`src/uvsg_pkg.sv`:
```
// Shared constants, tables, register indexes and a helper function of the UV-sphere vertex generator.
`timescale 1ns / 1ps
`default_nettype none
package uvsg_pkg;

   localparam int IDX_W      = 11;
   localparam int COORD_W    = 32;
   localparam int RAD_W      = 31;
   localparam int TEX_W      = 17;
   localparam int ANGLE_W    = 32;
   localparam int CSR_ADDR_W = 3;
   localparam int FRAC_BITS  = 16;
   localparam int MAX_SLICES = 1024;
   localparam int RESET_SLICES = 30;
   localparam int RESET_RADIUS = 65536;

   // CORDIC datapath: Q2.30 core with guard bits, Q.16 results.
   localparam int CORE_BITS = 30;
   localparam int CORE_W    = 34;
   localparam int ZETA_W    = 33;
   localparam int TRIG_W    = 18;
   localparam int MAX_CORDIC_STAGES = 30;
   localparam int CORDIC_STAGES_DEF = 18;
   localparam logic signed [CORE_W-1:0] GAIN_Q30 = 34'sd652032874;

   // Angle arctangents in 2^-32 turn.
   localparam logic [31:0] ATAN_TURNS [MAX_CORDIC_STAGES] = '{
      32'd536870912, 32'd316933406, 32'd167458907, 32'd85004756, 32'd42667331,
      32'd21354465, 32'd10679838, 32'd5340245, 32'd2670163, 32'd1335087,
      32'd667544, 32'd333772, 32'd166886, 32'd83443, 32'd41721,
      32'd20860, 32'd10430, 32'd5215, 32'd2607, 32'd1303,
      32'd651, 32'd325, 32'd162, 32'd81, 32'd40,
      32'd20, 32'd10, 32'd5, 32'd2, 32'd1
   };

   // Divider: fraction bits of the two angles and radix-2 steps per stage.
   localparam int THETA_FRAC = 32;
   localparam int PHI_FRAC   = 31;
   localparam int DIV_BPS    = 4;
   localparam int DIV_STAGES = (THETA_FRAC + DIV_BPS - 1) / DIV_BPS;

   localparam int SUM_W = 35;

   typedef enum logic [CSR_ADDR_W-1:0] {
      CSR_THETA_SLICES = 3'd0,
      CSR_PHI_SLICES   = 3'd1,
      CSR_CENTER_X     = 3'd2,
      CSR_CENTER_Y     = 3'd3,
      CSR_CENTER_Z     = 3'd4,
      CSR_RADIUS       = 3'd5
   } csr_index_type;

   function automatic logic signed [COORD_W-1:0] sat32(input logic signed [SUM_W-1:0] v);
      logic signed [SUM_W-1:0] hi;
      logic signed [SUM_W-1:0] lo;
      hi = 35'sd2147483647;
      lo = -35'sd2147483648;
      if (v > hi) begin
         return hi[COORD_W-1:0];
      end else if (v < lo) begin
         return lo[COORD_W-1:0];
      end
      return v[COORD_W-1:0];
   endfunction

endpackage
`default_nettype wire

```
`src/uvsg_divider.sv`:
```
// Pipelined restoring divider giving index over slice count as a fixed-point fraction.
`timescale 1ns / 1ps
`default_nettype none
module uvsg_divider #(
   parameter int FRAC = 32
) (
   input  wire logic                      clock,
   input  wire logic                      en,
   input  wire logic [uvsg_pkg::IDX_W-1:0] num,
   input  wire logic [uvsg_pkg::IDX_W-1:0] den,
   output logic [FRAC:0]                   quot
);
   import uvsg_pkg::*;

   localparam int NST = DIV_STAGES;

   logic [IDX_W-1:0] rem_src [NST];
   logic [FRAC:0]    q_src   [NST];
   logic [IDX_W-1:0] rem_ff  [NST-1];
   logic [FRAC:0]    q_ff    [NST];

   for (genvar s = 0; s < NST; s++) begin : g_stage
      logic [IDX_W:0] r_c;
      logic [FRAC:0]  q_c;

      if (s == 0) begin : g_head
         // The index never exceeds the count, so the integer part is one bit.
         assign rem_src[s] = (num == den) ? '0 : num;
         assign q_src[s]   = {{FRAC{1'b0}}, (num == den)};
      end else begin : g_body
         assign rem_src[s] = rem_ff[s-1];
         assign q_src[s]   = q_ff[s-1];
      end

      always_comb begin
         r_c = {1'b0, rem_src[s]};
         q_c = q_src[s];
         for (int k = 0; k < DIV_BPS; k++) begin
            if (s * DIV_BPS + k < FRAC) begin
               r_c = {r_c[IDX_W-1:0], 1'b0};
               if (r_c >= {1'b0, den}) begin
                  r_c = r_c - {1'b0, den};
                  q_c = {q_c[FRAC-1:0], 1'b1};
               end else begin
                  q_c = {q_c[FRAC-1:0], 1'b0};
               end
            end
         end
      end

      always_ff @(posedge clock) begin
         if (en) begin
            q_ff[s] <= q_c;
         end
      end

      if (s < NST - 1) begin : g_rem
         always_ff @(posedge clock) begin
            if (en) begin
               rem_ff[s] <= r_c[IDX_W-1:0];
            end
         end
      end
   end

   assign quot = q_ff[NST-1];

endmodule
`default_nettype wire

```
`config.mk`:
```
export PLATFORM = sky130hd
export DESIGN_NAME = uvsg_divider
export DESIGN_NICKNAME = d
export VERILOG_FILES = /design/src/uvsg_pkg.sv /design/src/uvsg_divider.sv
export SDC_FILE = /design/constraint.sdc
export NUM_CORES = 1
export LEC_CHECK = 0
export CORE_UTILIZATION = 50
export DETAILED_ROUTE_END_ITERATION = 8
export DONT_BUFFER_PORTS = 1
export HOLD_SLACK_MARGIN = 0.03
export PLACE_DENSITY = 0.72
export SYNTH_ARGS = -nofsm -noshare
export SYNTH_HDL_FRONTEND = slang
export SYNTH_SLANG_ARGS = --single-unit
```
`constraint.sdc`:
```
create_clock -name clock -period 23.7 [get_ports clock]
set_input_delay 2.37 -clock clock [delete_from_list [all_inputs] [get_ports clock]]
set_output_delay 2.37 -clock clock [all_outputs]
set_load 0.01 [all_outputs]
```
---- Word-level counts from Yosys, hierarchy flattened ----
Memory sizes are Yosys's and may differ from the RTL's.
Cells that the tools add are included.
storage, ports and cells
  register bits ........................... 0
  RAM bits ................................ 341
  input port bits ......................... 24
  word-level logic and storage cells ...... 132
  memories ................................ 2
cells by class
  $add $sub $neg .......................... 31
  magnitude comparators ................... 32
  equality and inequality tests ........... 1
  multiplexer cells ....................... 66
memories
  name    depth  width  rd ports  clocked after Yosys merged registers in  wr ports  RTL line            source
  q_ff    8      33     8         0                                        8         uvsg_divider.sv:20  logic [FRAC:0] q_ff [NST];
  rem_ff  7      11     7         0                                        7         uvsg_divider.sv:19  logic [IDX_W-1:0] rem_ff [NST-1];
operator list
  operator                                          number
  12-bit by 11-bit >= comparator with 1-bit output  32
  11-bit two-way mux                                32
  11-bit subtractor                                 31
  1-bit two-way mux                                 34
  11-bit equality test                              1

---- Logic depth before layout (Yosys ltp) ----
Gate-level depths: netlist of run 1.
  depth in word-level cells ............... 10
  depth in mapped cells ................... 50

---- Worst setup path before layout of run 1 ----
Ideal clock, no wire load.
  path kind ............................... input-to-reg
  start point ............................. in den[0] in the netlist's numbering
  end point ............................... mem rem_ff[1][7] (data pin)
  setup time .............................. 261 ps
  data arrival time ....................... 13,004 ps
  data required time ...................... 23,439 ps
  path slack .............................. 10,435 ps
  stages .................................. 48
  buffers on the path ..................... 11
  path through ............................ buf_2 > buf_2 > buf_2 > clkbuf_1 > inv_1 > clkbuf_1 > clkbuf_1 > clkbuf_1 > fa_1 > a21o_1 > a21oi_1 > o311ai_1 > o21a_1 > nor2_1 > clkbuf_1 > mux2_2 > ha_1 > or3_1 > [... 12 more ...] > o21bai_1 > a31oi_1 > or2_2 > a31o_1 > or2_1 > buf_6 > buf_2 > mux2_2 > ha_1 > o211a_1 > a211oi_2 > a21oi_1 > a211o_1 > a2111o_1 > or2_2 > o31ai_4 > inv_2 > a221o_1
RTL lines
  what         RTL line            source
  from (decl)  uvsg_divider.sv:10  input wire logic [uvsg_pkg::IDX_W-1:0] den,
  to (decl)    uvsg_divider.sv:19

==> metrics.md, run 1 <==
| Metric | Value |
|---|---|
| Critical Path AT | 13.09 ns |
| Synth area leaders | edfxtp_1 27%, ha_1 16%, mux2_2 5.5%, xnor2_1 4.0%, a21oi_1 4.0% |
| Combined flip-flop and latch cell area | 6880 um2 |
| Fmax achieved | 78.3 MHz |
| First-pass GRT wire length | 112000 um |
| Non-filler cells, final | 3570 |
| WHS Endpoint | q_ff[1][86] |
| Min-delay worst type | register to register |
| Post-CTS Hold Fix Bufs | 0 |
| Max_slew headroom | between 10% and 20% |
| EDFF count, synth | ~230 |
| Die height | 229 um |
| Synthesis warning total | 0 |
| # port buffers | 0 |
| DR iter-0 viols | ~1700 |
| Reg2Reg Setup Slack | 12.77 ns |
| Synth Register Bits | around 230 |
| Worst R2R End | rem_ff[1][4] |
| RSZ-0062 raised after global routing | false |
| DIE AREA | 52500 um2 |
| Worst EP required | 24.02 ns |
| Worst path bufs/invs | 6 |
| Max-slew violation total from the final report | 0 |
| Worst skew pair latency | 0.58 ns |
| Root Buffer | clkbuf_16 |
| Synthesis-to-layout area growth | 6.76% |
| GP Congestion | 0.983 |
| Inserted Diodes | 0 |
| Worst Hold Launch | q_ff[1][49] |
| Fillers | 4554 |
| Largest net degree at the start of global routing | 230 |
| CTS Buf Count | 27 |
| Synth top cells by count | 327 x ha_1, 259 x nor2_1, 229 x edfxtp_1 |
| GR Overflow Total | 0 |
| Post-synthesis cell area | 25800 um2 |
| # nets final | 3236 |
| # DRC | 0 |
| Startpoint types | input port |
| Placed inst area | around 27000 um2 |
| Routed WL | approximately 70000 um |
| Max-cap violation count | 0 |
| Final period utilization | 53.9% |
| Placed cell count | 3520 |
| Cell Rows | 82 |
| Clk slew on worst S/H paths | 0.06 ns |
| Crit path top cell by count | ha_1 |
| Seq/Total Area, Yosys | 26.6% |
| Synth cell types | 101 |
| Horiz. Die Dim | 229 um |
| WHS Path Cells | 0 |
| Top-area cell type share of the netlist area | 26.6% |
| Slowest library cell on the worst path | nor2_1 |
| Cell with the most instances after synthesis | ha_1 |
| Setup TNS Final | 0 ns |
| Setup Skew | roughly 0.033 ns |
| Final Hold Viols | 0 |
| Crit-path max cell delay | 0.77 ns |
| Antenna-violating nets left | 0 |
| Initial antenna violation count | 0 |
| Crit path time final | 12.78 ns |
| Measured slew at the worst slew-check pin | 1.24 ns |
| Crit path kind | input port to register |
| Clock Tree Buf Depth | 3 |
| Post-CTS Setup Inserts | 0 |
| Mapped Cells | 2873 |
| Cells on worst reg2reg path | 37 |
| Post-synth ARST share | 0% |
| WL per Instance | 19.6 um |
| Via count | 22517 |
| Area of the multi-input gates | 18100 um2 |
| Total Routing Usage GR | 26.1% |
| CP startpoint | den[2] |
| # IOs | 57 |
| Status | finished, final reports clean |
| CTS tree | yes |
| TritonRoute pass-1 iters | 6 |
| Area leader, netlist | edfxtp_1 |
| Cell family with most CP delay | compound AO/OA/AOI/OAI gates |
| H-tree Lvls | 1 |
| Design Area, Final | 27600 um2 |
| Worst Path Max Fanout | 32 |
| Net count after synthesis | 3232 |
| Vias in the first global route | 21882 |
| Synth Flop Type | edfxtp_1 |
| Proportion of layout cells with a drive suffix above 1 | 9.42% |
| Hpwl dp | 50800 um |
| Syn avg cell area | 8.98 um2 |
| Avg Vias per Cell | approximately 6.3 |
| Final Setup Violations | 0 |
| Worst reg2reg path startpoint | rem_ff[0][0] |
| CTS sink cnt | 229 |
| Critical path endpoint category | register |
| # resized after CTS | 0 |
| Core area | 50600 um2 |
| Initial Util | 51.0% |
-- state kept, by name (all words and copies together), names as in the netlist --
register	cells
rem_ff	77
q_ff	152
-- final cells by class --
cell class                 count  area share (%)
multi-input combinational   2437            65.7
clock inverter                21            1.01
inverter                     157            2.14
tap                          672            3.05
clock buffer                  29            2.48
timing repair buffer          25           0.681
sequential                   229            25.0
-- worst max path at each step --
stage	end	slack (ns)	cells past startpoint
after global routing	rem_ff[0][8]	10.16	38
final	rem_ff[1][4]	10.92	39
after detailed placement	rem_ff[1][4]	10.45	39
after floorplan	rem_ff[1][7]	10.44	48
after global placement	rem_ff[1][3]	10.50	39
after CTS	rem_ff[1][4]	11.05	39
-- worst reg2reg max path, delay by kind of cell, from the launching register on --
kind | cells | cell delay [ns]
buffers and inverters | 4 | 0.59
muxes | 2 | 0.88
DFF | 1 | 0.43
AOI/OAI and AO/OA | 21 | 4.84
and+or+nand+nor | 6 | 2.63
adders and majority gates | 4 | 1.30
-- metrics by stage --
step           utilization (%)  hold WS [ns]  setup WS, ns
2_1_floorplan                -         0.400         10.44
3_3_place_gp              52.6         0.400         10.50
3_5_place_dp              52.6         0.405         10.45
4_1_cts                   54.5         0.413         11.05
5_1_grt                   54.5         0.420         10.16
6_report                  54.5         0.412         10.92
-- cells in the final DEF (no fill, tap or decap), drive strengths merged, types with 33 or more instances in the layout --
cell type,n
a21o,79
a21oi,211
and2,46
and3,33
edfxtp,229
ha,327
inv,154
mux2,133
nand2,169
nand2b,40
nand3,64
nor2,262
nor2b,54
nor3,63
o21a,51
o21ai,163
or3,41
xnor2,119
xor2,90
-- layer usage --
layer  global-route usage [%]  up-vias  routed length, um
li1                         -    10922                  -
met1                     33.2    10689              30400
met2                     44.9      717              33300
met3                     2.47      189               3460
met4                     11.5        0               2960
met5                        0        -                  0
-- cells by family (layout without fill, tap and decap cells) --
logic type,Yosys count,after routing,share of synthesized area (%)
AND/OR/NAND/NOR,887,887,17.3
multiplexers,165,165,7.15
AO/OA/AOI/OAI,841,841,22.2
XOR/XNOR,209,209,7.09
adder cells (fa/ha/maj),335,335,16.5
flip-flops,229,229,26.6
buffers and inverters,207,232,3.23
Power of run 1 is left out: the tool's default activity adds up to more than one toggle a clock period on the data nets, which glitch-free logic cannot reach.
==> run 2, diff against run 1 <==
Settings changed: ABC_AREA from default to 1.
Clock period 23.7 ns to 12.5 ns, I/O delays scaled along.
==> metrics.md, run 2 <==
| Metric | Value |
|---|---|
| CTS sink cnt | 229 (unchanged) |
| Proportion of layout cells with a drive suffix above 1 | 4.21% (-5.2 points) |
| Max_slew headroom | 36.2% (+21 points) |
| CP startpoint | den[0] |
| Seq/Total Area, Yosys | 26.5% (-0.13 points) |
| WHS Path Cells | 0 (unchanged) |
| Crit path time final | 9.72 ns |
| Setup TNS Final | 0 ns (unchanged) |
| CTS Buf Count | 30 (+11%) |
| # DRC | 0 (unchanged) |
| Worst EP required | 12.83 ns (-11.19 ns) |
| Cells on worst reg2reg path | 41 (+11%) |
| Largest net degree at the start of global routing | 230 (unchanged) |
| Synthesis warning total | 0 (unchanged) |
| Max-cap violation count | 0 (unchanged) |
| Die height | 230 um (+0.24%) |
| Cell Rows | 83 (+1.2%) |
| DIE AREA | 52800 um2 (+0.48%) |
| Synth Register Bits | 229 (unchanged) |
| Final period utilization | slightly below 80% |
| Clock Tree Buf Depth | 3 (unchanged) |
| Fillers | 4939 (+8.5%) |
| Hpwl dp | 46700 um (-8.0%) |
| Post-CTS Setup Inserts | 0 (unchanged) |
| Commonest cells after routing, fill and taps aside | 1039 x nand2_1, 405 x inv_1, 327 x ha_1 |
| Crit path top cell by count | nand2_1 |
| Top flop regs | q_ff: 152 flops, rem_ff: 77 flops |
| Clk slew on worst S/H paths | 0.06 ns (about the same) |
| # IOs | 57 (unchanged) |
| Routed WL | 63400 um (-9.6%) |
| Avg Vias per Cell | 5.39 (-15%) |
| Worst Hold Launch | q_ff[1][94] |
| Min-delay worst type | register to register |
| GP Congestion | 0.927 (-5.7%) |
| Crit path kind | input port to register |
| Horiz. Die Dim | 230 um (+0.24%) |
| Net count after synthesis | 3954 (+22%) |
| Setup Skew | 0.0169 ns (-0.0163 ns) |
| Synth cell types | 54 (-47%) |
| Worst Path Max Fanout | 61 (+91%) |
| DR iter-0 viols | 1298 (-25%) |
| Fmax achieved | about 100 MHz |
| Mapped Cells | 3595 (+25%) |
| Critical path endpoint category | register |
| Inserted Diodes | 0 (unchanged) |
| Syn avg cell area | 7.21 um2 (-20%) |
| Total Routing Usage GR | 23.9% (-2.3 points) |
| Post-synthesis cell area | 25900 um2 (+0.48%) |
| Cell with the most instances after synthesis | nand2_1 |
| Synth area leaders | edfxtp_1 27%, ha_1 16%, nand2_1 15%, inv_1 6.0%, xor2_1 5.7% |
| Area leader, netlist | edfxtp_1 |
| Antenna-violating nets left | 0 (unchanged) |
| Fin util | 53.8% (-0.66 points) |
| # nets final | 3943 (+22%) |
| Synth top cells by count | 1039 x nand2_1, 415 x inv_1, 327 x ha_1 |
| Top-area cell type share of the netlist area | 26.5% (-0.13 points) |
| RSZ-0062 raised after global routing | false |
| Worst skew pair latency | 0.58 ns (about the same) |
| Final Setup Violations | 0 (unchanged) |
| Post-synth ARST share | 0% (unchanged) |
| Largest Register | q_ff |
| Vias in the first global route | 21875 (-0.032%) |
| Critical Path AT | 10.05 ns (-3.04 ns) |
| WL per Instance | 14.8 um (-25%) |
| Slowest library cell on the worst path | buf_4 |
| Status | finished, final reports clean |
| CTS tree | yes |
| Core area | 51300 um2 (+1.4%) |
| Max FFs per register | 152 (unchanged) |
| Initial Util | 50.6% (-0.47 points) |
| Max-slew violation total from the final report | 0 (unchanged) |
| GR Overflow Total | 0 (unchanged) |
| # port buffers | 0 (unchanged) |
| H-tree Lvls | 1 (unchanged) |
| Post-CTS Hold Fix Bufs | 0 (unchanged) |
| Synthesis-to-layout area growth | 6.45% |
| Root Buffer | clkbuf_16 |
| First-pass GRT wire length | 105000 um (-7.0%) |
| EDFF count, synth | 229 (unchanged) |
| Initial antenna violation count | 0 (unchanged) |
| Crit-path max cell delay | 0.46 ns (-0.31 ns) |
| Synth Flop Type | edfxtp_1 |
| Startpoint types | input port |
| TritonRoute pass-1 iters | 6 (unchanged) |
| Worst reg2reg path startpoint | rem_ff[0][8] |
| Commonest non-fill, non-tap cell in the layout | nand2_1 |
| Measured slew at the worst slew-check pin | 0.957 ns (-0.281 ns) |
| Via count | 23124 (+2.7%) |
| # resized after CTS | 0 (unchanged) |
| Final Hold Viols | 0 (unchanged) |
-- run 2: changes by cell type in the layout (fill, tap and decap cells not counted), sizes merged, moves of 73 or more --
| cell | delta |
|---|---|
| nand2 | +874 |
| xor2 | +79 |
| a21o | -73 |
| nand3 | +188 |
| mux2 | -133 |
| inv | +272 |
| a21oi | +91 |
-- run 2: path summary, 6_finish.rpt --
kind / slack, ns / end
max: 2.78 / rem_ff[0][9]
min: 0.41 / q_ff[1][131]
max reg2reg: 3.84 / rem_ff[1][1]
min reg2reg: 0.41 / q_ff[1][131]
-- run 2: routing by layer --
layer	up-vias	track usage, %	share of wire (%)	routed length (um)
met1	10402	30.5	45	28600
met4	0	7.93	3.5	2210
met5	-	0	0	0
li1	12102	-	-	-
met3	118	2.93	5.0	3190
met2	502	41.4	46	29400
-- run 2: layout make-up --
| cell class | count | area (um2) | area share [%] |
|---|---|---|---|
| multi-input combinational | 2880 | 17100 | 62.0 |
| sequential | 229 | 6880 | 24.9 |
| inverter | 421 | 1580 | 5.73 |
| tap | 680 | 851 | 3.08 |
| clock buffer | 34 | 787 | 2.85 |
| clock inverter | 22 | 239 | 0.866 |
| timing repair buffer | 22 | 165 | 0.598 |
-- run 2: worst max-delay path: cells and delay by family --
kind | cells | cell delay, ns
adder cells (fa/ha/maj) | 4 | 1.42
AND/OR/NAND/NOR | 30 | 3.92
AO/OA/AOI/OAI | 11 | 1.77
buffers and inverters | 8 | 1.65
-- run 2: cell families (layout without fill, tap and decap cells) --
group                      count (synthesis)  count (layout)  synth area share [%]
DFF                                      229             229                  26.5
and+or+nand+nor                         1666            1666                  27.0
AOI/OAI and AO/OA                        602             602                  13.2
xor gates and xnor gates                 277             277                  9.35
buffers and inverters                    486             499                  7.52
adders and majority gates                335             335                  16.4
-- run 2: stage by stage --
stage	instance area [um2]	hold slack (ns)	std cells	worst slack, ns
finish	27600	0.415	4288	2.78
global route	27600	0.421	4288	1.74
CTS	27600	0.418	4288	2.82
detailed placement	26600	0.405	4232	2.21
global placement	26600	0.401	4232	2.42
floorplan	25900	0.400	3595	3.28
Power of run 2 is left out for the same reason.
==> run 3, diff against run 2 <==
Clock period 12.5 ns to 9 ns, I/O delays scaled along.
==> metrics.md, run 3 (same netlist as run 2, synthesis figures left out) <==
| Metric | Value |
|---|---|
| Crit path top cell by count | nand2_1 |
| Avg Vias per Cell | 5.42 (+0.54%) |
| Commonest non-fill, non-tap cell in the layout | nand2_1 |
| Final Hold Viols | 0 (unchanged) |
| Final setup margin | 0.738 ns (-2.05 ns) |
| Via count | 23391 (+1.2%) |
| First-pass GRT wire length | 106000 um (+1.8%) |
| Clk slew on worst S/H paths | 0.06 ns (about the same) |
| Slowest library cell on the worst path | ha_1 |
| Proportion of layout cells with a drive suffix above 1 | 5.06% (+0.85 points) |
| Max_slew headroom | 62.2% (+26 points) |
| Most Used Layer, Global Route | met2 |
| WL per Instance | 15.0 um (+1.5%) |
| Grt met1 use | 31.8% (+1.2 points) |
| Vias in the first global route | 21918 (+0.20%) |
| Crit path time final | 8.26 ns |
| Critical path endpoint category | register |
| Routed WL | 64700 um (+2.1%) |
| Fmax achieved | 121 MHz |
| Commonest cells after routing, fill and taps aside | 1039 x nand2_1, 403 x inv_1, 327 x ha_1 |
| GP Congestion | 0.904 (-2.5%) |
| CTS sink cnt | 229 (unchanged) |
| Worst Hold Launch | q_ff[0][114] |
| Measured slew at the worst slew-check pin | 0.567 ns (-0.390 ns) |
| Top flop regs | q_ff: 152 flops, rem_ff: 77 flops |
| Core area | 51300 um2 (unchanged) |
| Worst Path Max Fanout | 13 (-79%) |
| Inserted Diodes | 0 (unchanged) |
| GR Overflow Total | 0 (unchanged) |
| Max-cap violation count | 0 (unchanged) |
| Crit-path max cell delay | 0.49 ns (+0.03 ns) |
| Min-delay worst type | register to register |
| TritonRoute pass-1 iters | 5 (-1) |
| Met3 GRT Util | 2.34% (-0.58 points) |
| Clock Tree Buf Depth | 3 (unchanged) |
| Final Setup Violations | 0 (unchanged) |
| DR iter-0 viols | 1492 (+15%) |
| Final period utilization | 91.8% |
| Antenna-violating nets left | 0 (unchanged) |
| Max FFs per register | 152 (unchanged) |
| Max-slew violation total from the final report | 0 (unchanged) |
| CP startpoint | den[5] |
| CTS Buf Count | 28 (-6.7%) |
| Synthesis-to-layout area growth | 7.63% |
| DIE AREA | 52800 um2 (unchanged) |
| Root Buffer | clkbuf_16 |
| Horiz. Die Dim | 230 um (unchanged) |
| Cell Rows | 83 (unchanged) |
| CTS tree | yes |
| Crit path kind | input port to register |
| Initial antenna violation count | 0 (unchanged) |
| Die height | 230 um (unchanged) |
| Total Routing Usage GR | 24.2% (+0.36 points) |
| # port buffers | 0 (unchanged) |
| RSZ-0062 raised after global routing | false |
| Hpwl dp | 47100 um (+0.82%) |
| H-tree Lvls | 1 (unchanged) |
| Worst skew pair latency | 0.58 ns (about the same) |
| Startpoint types | input port |
| Status | finished, final reports clean |
| # nets final | 3974 (+0.79%) |
| Worst reg2reg path startpoint | rem_ff[4][8] |
| Largest Register | q_ff |
| Worst EP required | 9.31 ns (-3.52 ns) |
| Initial Util | 50.6% (unchanged) |
| Critical Path AT | 8.57 ns (-1.48 ns) |
| # IOs | 57 (unchanged) |
| Setup TNS Final | 0 ns (unchanged) |
| Setup Skew | 0.0251 ns (+0.00822 ns) |
| Largest net degree at the start of global routing | 230 (unchanged) |
| Met2 GRT Util | 42.1% (+0.67 points) |
| # DRC | 0 (unchanged) |
| Pre-CTS setup slack | 0.0350 ns (-2.18 ns) |
## run 3: cell types whose count changed in the layout (fill, tap and decap cells not counted), moves of 2 or more
cell / previous run / this run
inv_1: 405 / 403
inv_8: 2 / 0
inv_6: 4 / 1
clkinvlp_4: 5 / 7
buf_4: 22 / 48
clkbuf_16: 31 / 29
nand3_1: 236 / 232
inv_2: 15 / 13
buf_12: 0 / 7
nand3_2: 11 / 14
## run 3: path summary, 6_finish.rpt
| check | to | slack [ns] | depth (start not counted) |
|---|---|---|---|
| max | rem_ff[5][10] | 0.74 | 49 |
| min | q_ff[1][19] | 0.42 | 0 |
| max reg2reg | rem_ff[5][10] | 1.06 | 45 |
| min reg2reg | q_ff[1][19] | 0.42 | 0 |
## run 3: worst max-delay path, delay by kind of cell
| family | cells | cell delay (ns) |
|---|---|---|
| AO/OA/AOI/OAI | 13 | 2.24 |
| adder cells (fa/ha/maj) | 4 | 1.38 |
| buffers and inverters | 7 | 1.01 |
| AND/OR/NAND/NOR | 25 | 2.97 |
## run 3: layout make-up
type | count | area [um2]
Tap cell | 680 | 851
Inverter | 421 | 1590
Fill cell | 4942 | 23400
Timing Repair Buffer | 55 | 500
Clock buffer | 32 | 737
Clock inverter | 17 | 215
Sequential cell | 229 | 6880
Multi-Input combinational cell | 2880 | 17100
## run 3: per-layer routing
metal | wire (um) | share of wire (%)
met1 | 29800 | 46
met2 | 30600 | 47
met3 | 2660 | 4.1
met4 | 1630 | 2.5
met5 | 0 | 0
## run 3: stage by stage
step,hold slack [ns],cell area [um2],util (%),instances
after floorplan,0.400,25900,-,3595
after CTS,0.414,27800,54.3,4312
after global placement,0.401,26900,52.4,4263
after global routing,0.412,27900,54.4,4314
final,0.415,27900,54.4,4314
after detailed placement,0.405,26900,52.4,4263
## run 3: what timing repair did
| item | 4_1_cts | 5_1_grt |
|---|---|---|
| gates resized for setup | 0 | 12 |
| setup endpoints to repair | 0 | 23 |
| hold buffers | 0 | 0 |
| buffers inserted | 0 | 2 |
Power of run 3 is left out for the same reason.
